### src/sv/hics_div.sv
// bit-serial restoring divider, one quotient bit per cycle
module hics_div #(
   parameter int QW = 24,
   parameter int VW = 16
) (
   input  logic          clock,
   input  logic          reset,
   input  logic          start,
   input  logic [VW-1:0] rem_init,
   input  logic [QW-1:0] dividend,
   input  logic [VW-1:0] divisor,
   output logic          done,
   output logic [QW-1:0] quotient,
   output logic [VW-1:0] remainder
);

   localparam int CW = $clog2(QW + 1);

   logic          busy_ff;
   logic          done_ff;
   logic [CW-1:0] cnt_ff;
   logic [VW-1:0] rem_ff;
   logic [QW-1:0] q_ff;
   logic [VW-1:0] div_ff;

   logic [VW:0]   trial;
   logic          fits;

   assign trial = {rem_ff, q_ff[QW-1]};
   assign fits  = trial >= {1'b0, div_ff};

   always_ff @(posedge clock) begin
      if (reset) begin
         busy_ff <= 1'b0;
         done_ff <= 1'b0;
         cnt_ff  <= '0;
      end else if (start) begin
         busy_ff <= 1'b1;
         done_ff <= 1'b0;
         cnt_ff  <= '0;
      end else if (busy_ff) begin
         cnt_ff <= cnt_ff + CW'(1);
         if (cnt_ff == CW'(QW - 1)) begin
            busy_ff <= 1'b0;
            done_ff <= 1'b1;
         end
      end
   end

   always_ff @(posedge clock) begin
      if (start) begin
         rem_ff <= rem_init;
         q_ff   <= dividend;
         div_ff <= divisor;
      end else if (busy_ff) begin
         rem_ff <= fits ? VW'(trial - {1'b0, div_ff}) : VW'(trial);
         q_ff   <= (q_ff << 1) | QW'(fits);
      end
   end

   assign done      = done_ff;
   assign quotient  = q_ff;
   assign remainder = rem_ff;

endmodule
### config.mk
export PLATFORM = sky130hd
export DESIGN_NAME = hics_div
export DESIGN_NICKNAME = d
export VERILOG_FILES = /design/src/sv/hics_div.sv
export SDC_FILE = /design/constraint.sdc
export NUM_CORES = 1
export LEC_CHECK = 0
export BUFFER_PORTS_ARGS = -buffer_cell sky130_fd_sc_hd__buf_4
export CAP_MARGIN = 20
export CORE_MARGIN = 2
export CORE_UTILIZATION = 51
export DETAILED_ROUTE_END_ITERATION = 8
export PLACE_DENSITY_LB_ADDON = 0.1
export SYNTH_ARGS = -nofsm -noshare
export SYNTH_HDL_FRONTEND = slang
export SYNTH_SLANG_ARGS = --single-unit
### constraint.sdc
create_clock -name clock -period 6 [get_ports clock]
set_input_delay 0.6 -clock clock [delete_from_list [all_inputs] [get_ports clock]]
set_output_delay 0.6 -clock clock [all_outputs]
set_load 0.05 [all_outputs]
# ---- Word-level counts from Yosys, hierarchy flattened
# Index checks and enable logic that the tools add are counted.
dict set report classes {
  n_bitwise 1
  magnitude_cmp 1
  n_eq_ne 1
  muxes 8
  n_reduce_logical 3
  add_sub_neg 2
}
# operator n
set ops {}
lappend ops {{$mux W16} 3}
lappend ops {{$mux W24} 2}
lappend ops {{$or A24 B1 Y24} 1}
lappend ops {{$ge A17 B16 Y1} 1}
lappend ops {{$sub A16 B16 Y16} 1}
lappend ops {{$add A5 B1 Y5 const B} 1}
lappend ops {{$eq A5 B5 Y1 const B} 1}
lappend ops {{$mux W1} 3}
lappend ops {{$reduce_and A2 Y1} 1}
lappend ops {{$reduce_bool A2 Y1} 1}
lappend ops {{$reduce_or A2 Y1} 1}
dict set report word_totals {
  inputBits 59
  out_inout_bits 41
  ff_bits 63
  elab_cells 22
}

# ---- Longest topological paths before layout
# Gate-level depths: netlist (run 1).
dict set report depth {
  ltp_word 4
  ltp_mapped 10
  ltp_nobuf 10
}

# ---- Least setup slack after synthesis (run 1)
# Ideal clock, no wire load.
dict set report synth_timing {
  kind {register -> register}
  start {register q_ff[23] (netlist: quotient[23])}
  end {register rem_ff[10] (netlist: remainder[10]), data pin}
  t_required_ns 5.739
  arrival_ns 2.502
  synth_period_minus_slack_ns 2.763
  path_buffers 0
  path_slack_ns 3.237
  path_stages_with_launch 11
  setup_ns 0.261
  cell_sequence {edfxtp_1 > inv_1 > ha_1 > inv_1 > fa_1 > a21o_1 > a221oi_4 > o21ai_0 > xnor2_1 > a211oi_1 > a221o_1}
}
dict set report synth_via {
  elab_chain_cells 4
  word_cells_on_any_way 5
  classes_between {add/sub (1); order compare (1); mux (3)}
}
# item line
set synth_rtl {}
lappend synth_rtl {{start, declared} 23} ;# logic [QW-1:0] q_ff;
lappend synth_rtl {{start signal, assigned} 53} ;# q_ff <= dividend;
lappend synth_rtl {{start signal, assigned} 57} ;# q_ff <= (q_ff << 1) | QW'(fits);
lappend synth_rtl {{$sub A16 B16 Y16 / $ge A17 B16 Y1 (equally long branches)} {56, 30}}
lappend synth_rtl {{$mux W16 *} 56} ;# rem_ff <= fits ? VW'(trial - {1'b0, div_ff}) : VW'(trial);
lappend synth_rtl {{$mux W16 *} 55} ;# end else if (busy_ff) begin
lappend synth_rtl {{$mux W16 *} 51} ;# if (start) begin
lappend synth_rtl {{end signal, assigned} 52} ;# rem_ff <= rem_init;
lappend synth_rtl {{end signal, assigned} 56}
lappend synth_rtl {{end, declared} 22} ;# logic [VW-1:0] rem_ff;
# Mark *: on every way between the ends. The rest lies on a longest branch, timed or not. The select of a mux whose other input is x is not followed.
# A chain may end at the register's enable or synchronous reset.

# ---- Worst setup path in the final report (run 1)
dict set report layout_timing {
  start {register rem_ff[7] (netlist: remainder[7])}
  end {register rem_ff[13] (netlist: remainder[13]), data pin}
}
dict set report layout_via {
  elab_chain_cells 4
  word_cells_on_any_way 5
  classes_between {add/sub (1); order compare (1); mux (3)}
}
# item line
set layout_rtl {}
lappend layout_rtl {{$sub A16 B16 Y16 / $ge A17 B16 Y1 (equally long branches)} {56, 30}}
lappend layout_rtl {{$mux W16 *} 56}
lappend layout_rtl {{$mux W16 *} 55}
lappend layout_rtl {{$mux W16 *} 51}
# Marked as above.

==> results of run 1 <==
## through the flow
step	hold WS [ns]	utilization, %	setup WS, ns	area, µm²
after floorplan	0.472	-	3.24	3700
after global placement	0.452	63.2	3.22	4510
after detailed placement	0.483	63.2	3.12	4510
after CTS	0.390	65.8	3.12	4700
after global routing	0.401	65.8	2.90	4700
final	0.404	65.8	3.10	4700
## cells in the mapped netlist, types with 5 or more instances
| master | number | share of area [%] |
|---|---|---|
| edfxtp_1 | 56 | 45 |
| mux2_2 | 23 | 7.0 |
| inv_1 | 21 | 2.1 |
| a21oi_1 | 20 | 2.7 |
| ha_1 | 17 | 5.8 |
| nand2_1 | 16 | 1.6 |
| nor2_1 | 11 | 1.1 |
| xor2_1 | 11 | 2.6 |
| clkbuf_1 | 10 | 1.0 |
| dfxtp_1 | 7 | 3.8 |
| nand4b_1 | 7 | 1.7 |
| a21o_1 | 6 | 1.2 |
| nor2b_1 | 6 | 1.0 |
| o21ai_0 | 6 | 0.81 |
| nand2b_1 | 5 | 0.85 |
| o31ai_1 | 5 | 1.0 |
| xnor2_1 | 5 | 1.2 |
## cell families after synthesis
| family | Yosys count | share of synthesized area, % |
|---|---|---|
| adder cells (fa/ha/maj) | 18 | 6.29 |
| buffers and inverters | 35 | 3.79 |
| AO/OA/AOI/OAI | 76 | 17.5 |
| multiplexers | 24 | 7.28 |
| XOR/XNOR | 16 | 3.79 |
| flip-flops | 63 | 49.3 |
| AND/OR/NAND/NOR | 71 | 12.1 |
## power groups by stage
stage / Clock (µW) / Sequential (µW) / Combinational (µW)
after floorplan: 0 / 777 / 442
after global placement: 0 / 610 / 803
after detailed placement: 0 / 612 / 814
after CTS: 375 / 603 / 818
after global routing: 389 / 611 / 881
final: 365 / 602 / 818
## flip-flops by register name, indices dropped and copies added (netlist names)
name / flops
remainder: 16
div_ff: 16
quotient: 24
cnt_ff: 5
done: 1
busy_ff: 1
## worst max-delay path: stages (launching register included)
cell and delay [ns]:
edfxtp_1 0.42, ha_1 0.42, a21oi_1 0.29, o211ai_1 0.13, a21o_1 0.25, o31ai_4 0.62, a21oi_1 0.19, a221o_1 0.33
## cells in the final DEF (no fill, tap or decap), types with 5 or more instances in the layout
| cell | netlist | final |
|---|---|---|
| clkbuf_8 | 0 | 9 |
| nand2_1 | 16 | 16 |
| buf_4 | 0 | 100 |
| a21oi_1 | 20 | 20 |
| a21o_1 | 6 | 6 |
| xnor2_1 | 5 | 5 |
| nand2b_1 | 5 | 5 |
| nand4b_1 | 7 | 7 |
| mux2_2 | 23 | 23 |
| nor2_1 | 11 | 11 |
| o21ai_0 | 6 | 6 |
| ha_1 | 17 | 17 |
| inv_1 | 21 | 21 |
| dfxtp_1 | 7 | 7 |
| xor2_1 | 11 | 11 |
| edfxtp_1 | 56 | 56 |
| nor2b_1 | 6 | 6 |
| o31ai_1 | 5 | 5 |
## layer usage
layer	share of wire [%]	global-route usage (%)	vias up	wire (µm)
met4	2.2	8.28	0	171
met3	7.0	8.03	14	556
li1	-	-	1354	-
met5	0	0	-	0
met1	42	24.7	1305	3360
met2	49	33.9	80	3860
## cell type report
cell class,count,area [µm²],share of cell area [%]
repair buffers,100,751,16.0
clock inverters,6,61.3,1.30
clock buffers,10,128,2.72
flip-flops and latches,63,1820,38.8
well taps,99,124,2.64
inverters,21,78.8,1.68
multi-input cells,205,1740,36.9
## how the worst max path moves through the flow
stage / endpoint / slack, ns / depth (start not counted)
2_1_floorplan: remainder[10]$_DFFE_PP_ / 3.24 / 10
3_3_place_gp: remainder[13]$_DFFE_PP_ / 3.22 / 7
3_5_place_dp: remainder[13]$_DFFE_PP_ / 3.12 / 7
4_1_cts: remainder[13]$_DFFE_PP_ / 3.12 / 7
5_1_grt: remainder[13]$_DFFE_PP_ / 2.90 / 7
6_report: remainder[13]$_DFFE_PP_ / 3.10 / 7
==> flow_summary.toml, run 1 <==
[status]
outcome = "finished, final reports clean"

[pwr]
powerDensity_nw_per_um2 = 380
p_switching_uw = 727
fin_total_pwr_uw = 1780
power.static_leakage_uw = 0.00192
irDropWorstVdd_mv = 0.175
power.share.combinational_pct = 45.8
power_frac_seq_pct = 33.7
p_int_uw = 1060
portion_of_total_power_attributed_to_the_clock_network_pct = 20.4
switching_share_pct = 40.8

[layout]
drive_gt1_share_pct = 39.3
nFillCells = 598
final_nets = 477
areaGrowthSynthToFinish_pct = 27.1
num_antenna_cells = 0
final_cell_count_no_fill = 504

[synthesis]
average_size_of_a_mapped_cell_um2 = 12.2
count_of_flip_flops_with_a_built_in_enable_after_synthesis = 56
sequential_fraction_of_the_synthesis_area_pct = 49.3
synthCells = 303
synth-seq-cells = 63
ys_async_sr_fraction_pct = 0
post_synth_instance_area_um2 = 3700
net_count_after_synthesis = 380
yosys_most_used_dff = "edfxtp_1"
synth_warnings = 0
ys_types = 61

[cts]
post-cts-setup-buffers = 0
clkTransAtPathRegs_ns = 0.07
worst_skew_pair.late_latency_ns = 0.35
cts.sink_count = 63
cts_inserted_buffers = 9
worst_case_clock_buffer_depth = 2
cts_tree = "yes"
cts_hold_repair.buffers = 0
h-tree-depth = 3
post_cts.resized_instances = 0
clock_root_cell = "clkbuf_8"

[die]
die_w_um = 89.1
fp.dieArea_um2 = 7950
coreArea_um2 = 7140
io_pins = 100
floorplan.initialDensity_pct = 51.8
row_count = 31
die-height_um = 89.1

[timing]
worst-slew-pin-transition_ns = 0.983
post-route-min-period_ns = 2.90
hold_viol = 0
layout_worst_path_cycle_share_pct = 48.4
clock-skew-final_ns = 0.00851
slew_violations = 0
max_clock_freq_mhz = 344
remaining_max_slew_budget_at_the_tightest_pin_pct = 34.5
totalNegativeSetupSlack_ns = 0
grt_setup_unrepaired = "false"
finalSetupViolations = 0

[critical_path]
cp-start-kind = "register"
rrSetupSlack_ns = 3.10
timing.critical_path.arrival_ns = 3.01
reg2reg_from = "remainder[7]$_DFFE_PP_"
crit_path_max_fanout = 15
critPathKind = "reg2reg"
reg2reg_to = "remainder[13]$_DFFE_PP_"
worst_setup_path_startpoint = "remainder[7]$_DFFE_PP_"
critPathCaptureType = "register"
worst_r2r_path_depth = 7
critical_path_required_ns = 6.10

[grt]
grt_antenna_before_repair = 0
grt_overflow_total = 0
track_usage_pct = 20.8
number_of_global_route_vias_before_repair = 2729
grt_pass1_wl_um = 12500
largest_net_degree_at_the_start_of_global_routing = 90

[place]
gp_routability_congestion = 0.824
dp_cells = 488
place.port_buffers = 99
place.detailed.hpwl_um = 5630

[routing]
route.detailed.drc = 0
detail_route.vias_per_cell = 5.46
routed_length_per_placed_instance_um = 15.8
drt_first_pass_iters = 4
vias = 2753
detail_route.wirelength_um = 7950
initialDrtViolationCount = 85
final_antenna_net_count = 0

[worst_hold_path]
holdCritPathClass = "in2reg"
min_path_cells = 2
hp-start = "reset"
endpoint_of_the_worst_hold_timing_path = "busy_ff$_SDFF_PP0_"

[flow_run]
max_cap_violations = 0
Power figures use the tool's default switching activity.
==> run 2: changes to the inputs <==
- clock period: 6 -> 2.9 ns (I/O delays scaled with it)
==> run 2 against run 1 <==
Compared with the run above: highest routed layer unchanged; critical endpoint is now remainder[10]$_DFFE_PP_; clock-buffer cell count is the same; combinational power grew 110%; fmax grew 10%; first-iteration DRC count shrank 19%; via count grew 1.5%; worst hold slack lost 0.29 ns; setup slack lost 2.8 ns.
==> flow_summary.toml, run 2 (synthesis gave the netlist of run 1 again) <==
[status]
outcome = "finished, final reports clean"

[place]
dp_cells = 493
placed_area_um2 = 4560
gp_routability_congestion = 0.823
place.detailed.hpwl_um = 5790
place.port_buffers = 99

[routing]
vias = 2793
detail_route.vias_per_cell = 5.49
routed_length_per_placed_instance_um = 15.7
detail_route.wirelength_um = 7990
route.detailed.drc = 0
initialDrtViolationCount = 69
drt_first_pass_iters = 4
final_antenna_net_count = 0

[worst_hold_path]
min_path_cells = 2
holdCritPathClass = "in2reg"

[pwr]
p_int_uw = 2200
power_frac_seq_pct = 33.8
power.share.combinational_pct = 46.0
powerDensity_nw_per_um2 = 779
portion_of_total_power_attributed_to_the_clock_network_pct = 20.3
power.static_leakage_uw = 0.00195
irDropWorstVdd_mv = 0.353
switching_share_pct = 40.5
p_switching_uw = 1500

[die]
die-height_um = 89.1
floorplan.initialDensity_pct = 51.8
io_pins = 100
coreArea_um2 = 7140
fp.dieArea_um2 = 7950
die_w_um = 89.1
row_count = 31

[timing]
holdWs_ns = 0.112
clock-skew-final_ns = 0.0112
max_clock_freq_mhz = 380
remaining_max_slew_budget_at_the_tightest_pin_pct = 64.4
finalSetupViolations = 0
hold_viol = 0
layout_worst_path_cycle_share_pct = 90.7
slew_violations = 0
worst-slew-pin-transition_ns = 0.533
grt_setup_unrepaired = "false"
totalNegativeSetupSlack_ns = 0
post-route-min-period_ns = 2.63

[layout]
final_nets = 482
sequential_cell_area_um2 = 1820
areaGrowthSynthToFinish_pct = 28.5
final_cell_count_no_fill = 509
largest_register_ffs = 24
num_antenna_cells = 0
layout.cells.most_common_list = "buf_4 (104), edfxtp_1 (56), mux2_2 (23), inv_1 (21), a21oi_1 (20)"
combined_area_of_the_multi_input_logic_cells_um2 = 1740
drive_gt1_share_pct = 40.0
nFillCells = 592
finalInstanceArea_um2 = 4750
layout.cells.most_common = "buf_4"

[grt]
track_usage_pct = 21.1
largest_net_degree_at_the_start_of_global_routing = 49
number_of_global_route_vias_before_repair = 2854
grt_pass1_wl_um = 12800
grt_antenna_before_repair = 0
grt_overflow_total = 0

[cts]
cts.sink_count = 63
clkTransAtPathRegs_ns = 0.07
cts_inserted_buffers = 9
clock_root_cell = "clkbuf_8"
h-tree-depth = 3
cts_hold_repair.buffers = 0
post-cts-setup-buffers = 0
post_cts.resized_instances = 0
cts_tree = "yes"
worst_case_clock_buffer_depth = 2
worst_skew_pair.late_latency_ns = 0.34

[critical_path]
worst_path_buffer_plus_inverter_count = 2
slowest_delay_ns = 0.39
crit_path_max_fanout = 4
slowest_stage = "edfxtp_1"
most_prevalent_standard_cell_on_the_critical_path = "inv_1"
path_delay_family = "compound AO/OA/AOI/OAI gates"
timing.critical_path.depth = 10
timing.critical_path.cells = "inv_1, ha_1, inv_1, fa_1, a21o_1, a221oi_4, o21ai_1, xnor2_1, a211oi_1, a221o_1"
timing.critical_path.arrival_ns = 2.72
critPathKind = "reg2reg"
cp-start-kind = "register"
worst_r2r_path_depth = 10
critPathCaptureType = "register"
critical_path_required_ns = 2.98

[flow_run]
max_cap_violations = 0
## run 2: cell types whose count changed in the layout (fill, tap and decap cells not counted)
cell     change
o21ai_0      -1
o21ai_1      +1
buf_12       +1
buf_4        +4
## run 2: final timing paths
check	startpoint	slack, ns	to
worst max-delay path	quotient[23]$_DFFE_PP_	0.27	remainder[10]$_DFFE_PP_
worst min-delay path	reset	0.11	busy_ff$_SDFF_PP0_
worst max register to register	quotient[23]$_DFFE_PP_	0.27	remainder[10]$_DFFE_PP_
worst min register to register	done$_SDFFE_PP0P_	0.48	done$_SDFFE_PP0P_
## run 2: through the flow
step | setup WS (ns) | total power [µW] | utilization [%]
global placement | 0.319 | 2940 | 63.9
detailed placement | 0.240 | 2960 | 63.9
global route | 0.0378 | 3900 | 66.5
CTS | 0.215 | 3720 | 66.5
finish | 0.269 | 3700 | 66.5
floorplan | 0.137 | 2520 | -
## run 2: area by class of cell
type | count | share of cell area [%]
Sequential cell | 63 | 38.4
Multi-Input combinational cell | 205 | 36.5
Timing Repair Buffer | 105 | 16.9
Clock buffer | 10 | 2.69
Tap cell | 99 | 2.61
Inverter | 21 | 1.66
Clock inverter | 6 | 1.29
## run 2: routing by layer
layer / wire (µm) / track usage (%) / vias up
met5: 0 / 0 / -
met4: 144 / 8.68 / 0
met3: 567 / 6.83 / 13
met2: 3900 / 34.5 / 78
met1: 3370 / 25.7 / 1339
li1: - / - / 1363
## run 2: power by group through the flow
| stage | Combinational [µW] | Sequential [µW] | Clock, µW |
|---|---|---|---|
| floorplan | 914 | 1610 | 0 |
| global placement | 1670 | 1260 | 0 |
| detailed placement | 1700 | 1270 | 0 |
| CTS | 1700 | 1250 | 764 |
| global route | 1840 | 1270 | 795 |
| finish | 1700 | 1250 | 750 |
==> run 3: changes to the inputs <==
- GPL_TIMING_DRIVEN: default -> 0
==> run 3 against run 2 <==
Compared with the run above: total power up 5.6%; final area up 1.4%; fmax down 3.2%; global-route usage up 2.6 points; register-to-register slack worse by 0.09 ns; worst hold slack worse by 0.0041 ns; critical path type unchanged; critical endpoint unchanged; core utilization up 0.91 points.
==> flow_summary.toml, run 3 (synthesis gave the netlist of run 1 again) <==
[status]
outcome = "finished, final reports clean"

[routing]
initialDrtViolationCount = 126
vias = 2885
detail_route.wirelength_um = 8750
final_antenna_net_count = 0
route.detailed.drc = 0
drt_first_pass_iters = 4
detail_route.vias_per_cell = 5.58
routed_length_per_placed_instance_um = 16.9

[worst_hold_path]
holdCritPathClass = "in2reg"

[flow_run]
max_cap_violations = 0

[layout]
drive_gt1_share_pct = 38.5
fin_util_pct = 67.5
num_antenna_cells = 0
combined_area_of_the_multi_input_logic_cells_um2 = 1740
largest_register_ffs = 24
finalInstanceArea_um2 = 4810
final_nets = 490
sequential_cell_area_um2 = 1820
nFillCells = 600
final_cell_count_no_fill = 517
layout.cells.most_common = "buf_4"
areaGrowthSynthToFinish_pct = 30.2
layout.cells.most_common_list = "buf_4 (99), edfxtp_1 (56), mux2_2 (23), inv_1 (21), a21oi_1 (20)"

[timing]
layout_worst_path_cycle_share_pct = 93.7
clock-skew-final_ns = 0.0155
max_clock_freq_mhz = 368
post-route-min-period_ns = 2.72
hold_viol = 0
finalSetupViolations = 0
final_critical_path_setup_slack_ns = 0.183
slew_violations = 0
holdWs_ns = 0.108
worst-slew-pin-transition_ns = 0.711
grt_setup_unrepaired = "false"
remaining_max_slew_budget_at_the_tightest_pin_pct = 52.6

[grt]
grt_pass1_wl_um = 14000
grt_overflow_total = 0
number_of_global_route_vias_before_repair = 2942
grt_antenna_before_repair = 0
track_usage_pct = 23.7
largest_net_degree_at_the_start_of_global_routing = 41

[pwr]
power.static_leakage_uw = 0.00196
powerDensity_nw_per_um2 = 812
irDropWorstVdd_mv = 0.496

[place]
place_ws_ns = -0.351
placed_area_um2 = 4560
place.port_buffers = 99
gp_routability_congestion = 0.875
dp_cells = 501
place.detailed.hpwl_um = 6330

[die]
die-height_um = 89.1
coreArea_um2 = 7140
row_count = 31
fp.dieArea_um2 = 7950
floorplan.initialDensity_pct = 51.8
die_w_um = 89.1
io_pins = 100

[critical_path]
worst_path_buffer_plus_inverter_count = 2
slowest_delay_ns = 0.41
timing.critical_path.arrival_ns = 2.83
crit_path_max_fanout = 4
slowest_stage = "fa_1"
critPathKind = "reg2reg"
timing.critical_path.cells = "inv_1, ha_1, inv_1, fa_1, a21o_1, a221oi_4, o21ai_1, xnor2_1, a211oi_1, a221o_1"
cp-start-kind = "register"
critical_path_required_ns = 3.01
critPathCaptureType = "register"
most_prevalent_standard_cell_on_the_critical_path = "inv_1"
path_delay_family = "compound AO/OA/AOI/OAI gates"

[cts]
post-cts-setup-buffers = 0
worst_case_clock_buffer_depth = 2
clock_root_cell = "clkbuf_8"
cts_inserted_buffers = 9
worst_skew_pair.late_latency_ns = 0.35
cts_hold_repair.buffers = 0
clkTransAtPathRegs_ns = 0.08
cts_tree = "yes"
post_cts.resized_instances = 0
cts.sink_count = 63
h-tree-depth = 3
run 3: path summary, 6_finish.rpt:
path	start	endpoint	slack (ns)	cells after the start
max reg2reg	quotient[23]$_DFFE_PP_	remainder[10]$_DFFE_PP_	0.18	10
min reg2reg	done$_SDFFE_PP0P_	done$_SDFFE_PP0P_	0.48	2
min	reset	busy_ff$_SDFF_PP0_	0.11	2
max	quotient[23]$_DFFE_PP_	remainder[10]$_DFFE_PP_	0.18	10
run 3: routing by layer:
layer | up-vias | part of all wire [%] | global-route usage, %
li1 | 1383 | - | -
met1 | 1376 | 40 | 29.4
met2 | 109 | 50 | 38.1
met3 | 17 | 8.6 | 8.22
met4 | 0 | 1.6 | 9.36
met5 | - | 0 | 0
run 3: final cells by class:
| cell class | count | area share, % |
|---|---|---|
| Timing Repair Buffer | 99 | 15.4 |
| Sequential cell | 63 | 37.8 |
| Clock inverter | 7 | 2.47 |
| Tap cell | 99 | 2.57 |
| Buffer | 14 | 1.27 |
| Inverter | 21 | 1.64 |
| Clock buffer | 9 | 2.57 |
| Multi-Input combinational cell | 205 | 36.2 |
run 3: through the flow:
step,total power (µW),TNS (ns)
2_1_floorplan,2520,0
3_3_place_gp,2940,-12.18
3_5_place_dp,2970,-13.99
5_1_grt,4120,0
4_1_cts,3920,0
6_report,3910,0
run 3: power breakdown:
group / internal (µW) / leakage (µW) / switching [µW] / total (µW)
logic: 647 / 0.00123 / 1070 / 1720
clock network: 572 / 0.000117 / 375 / 947
registers: 1160 / 0.000617 / 88.5 / 1250
total: 2380 / 0.00196 / 1530 / 3910
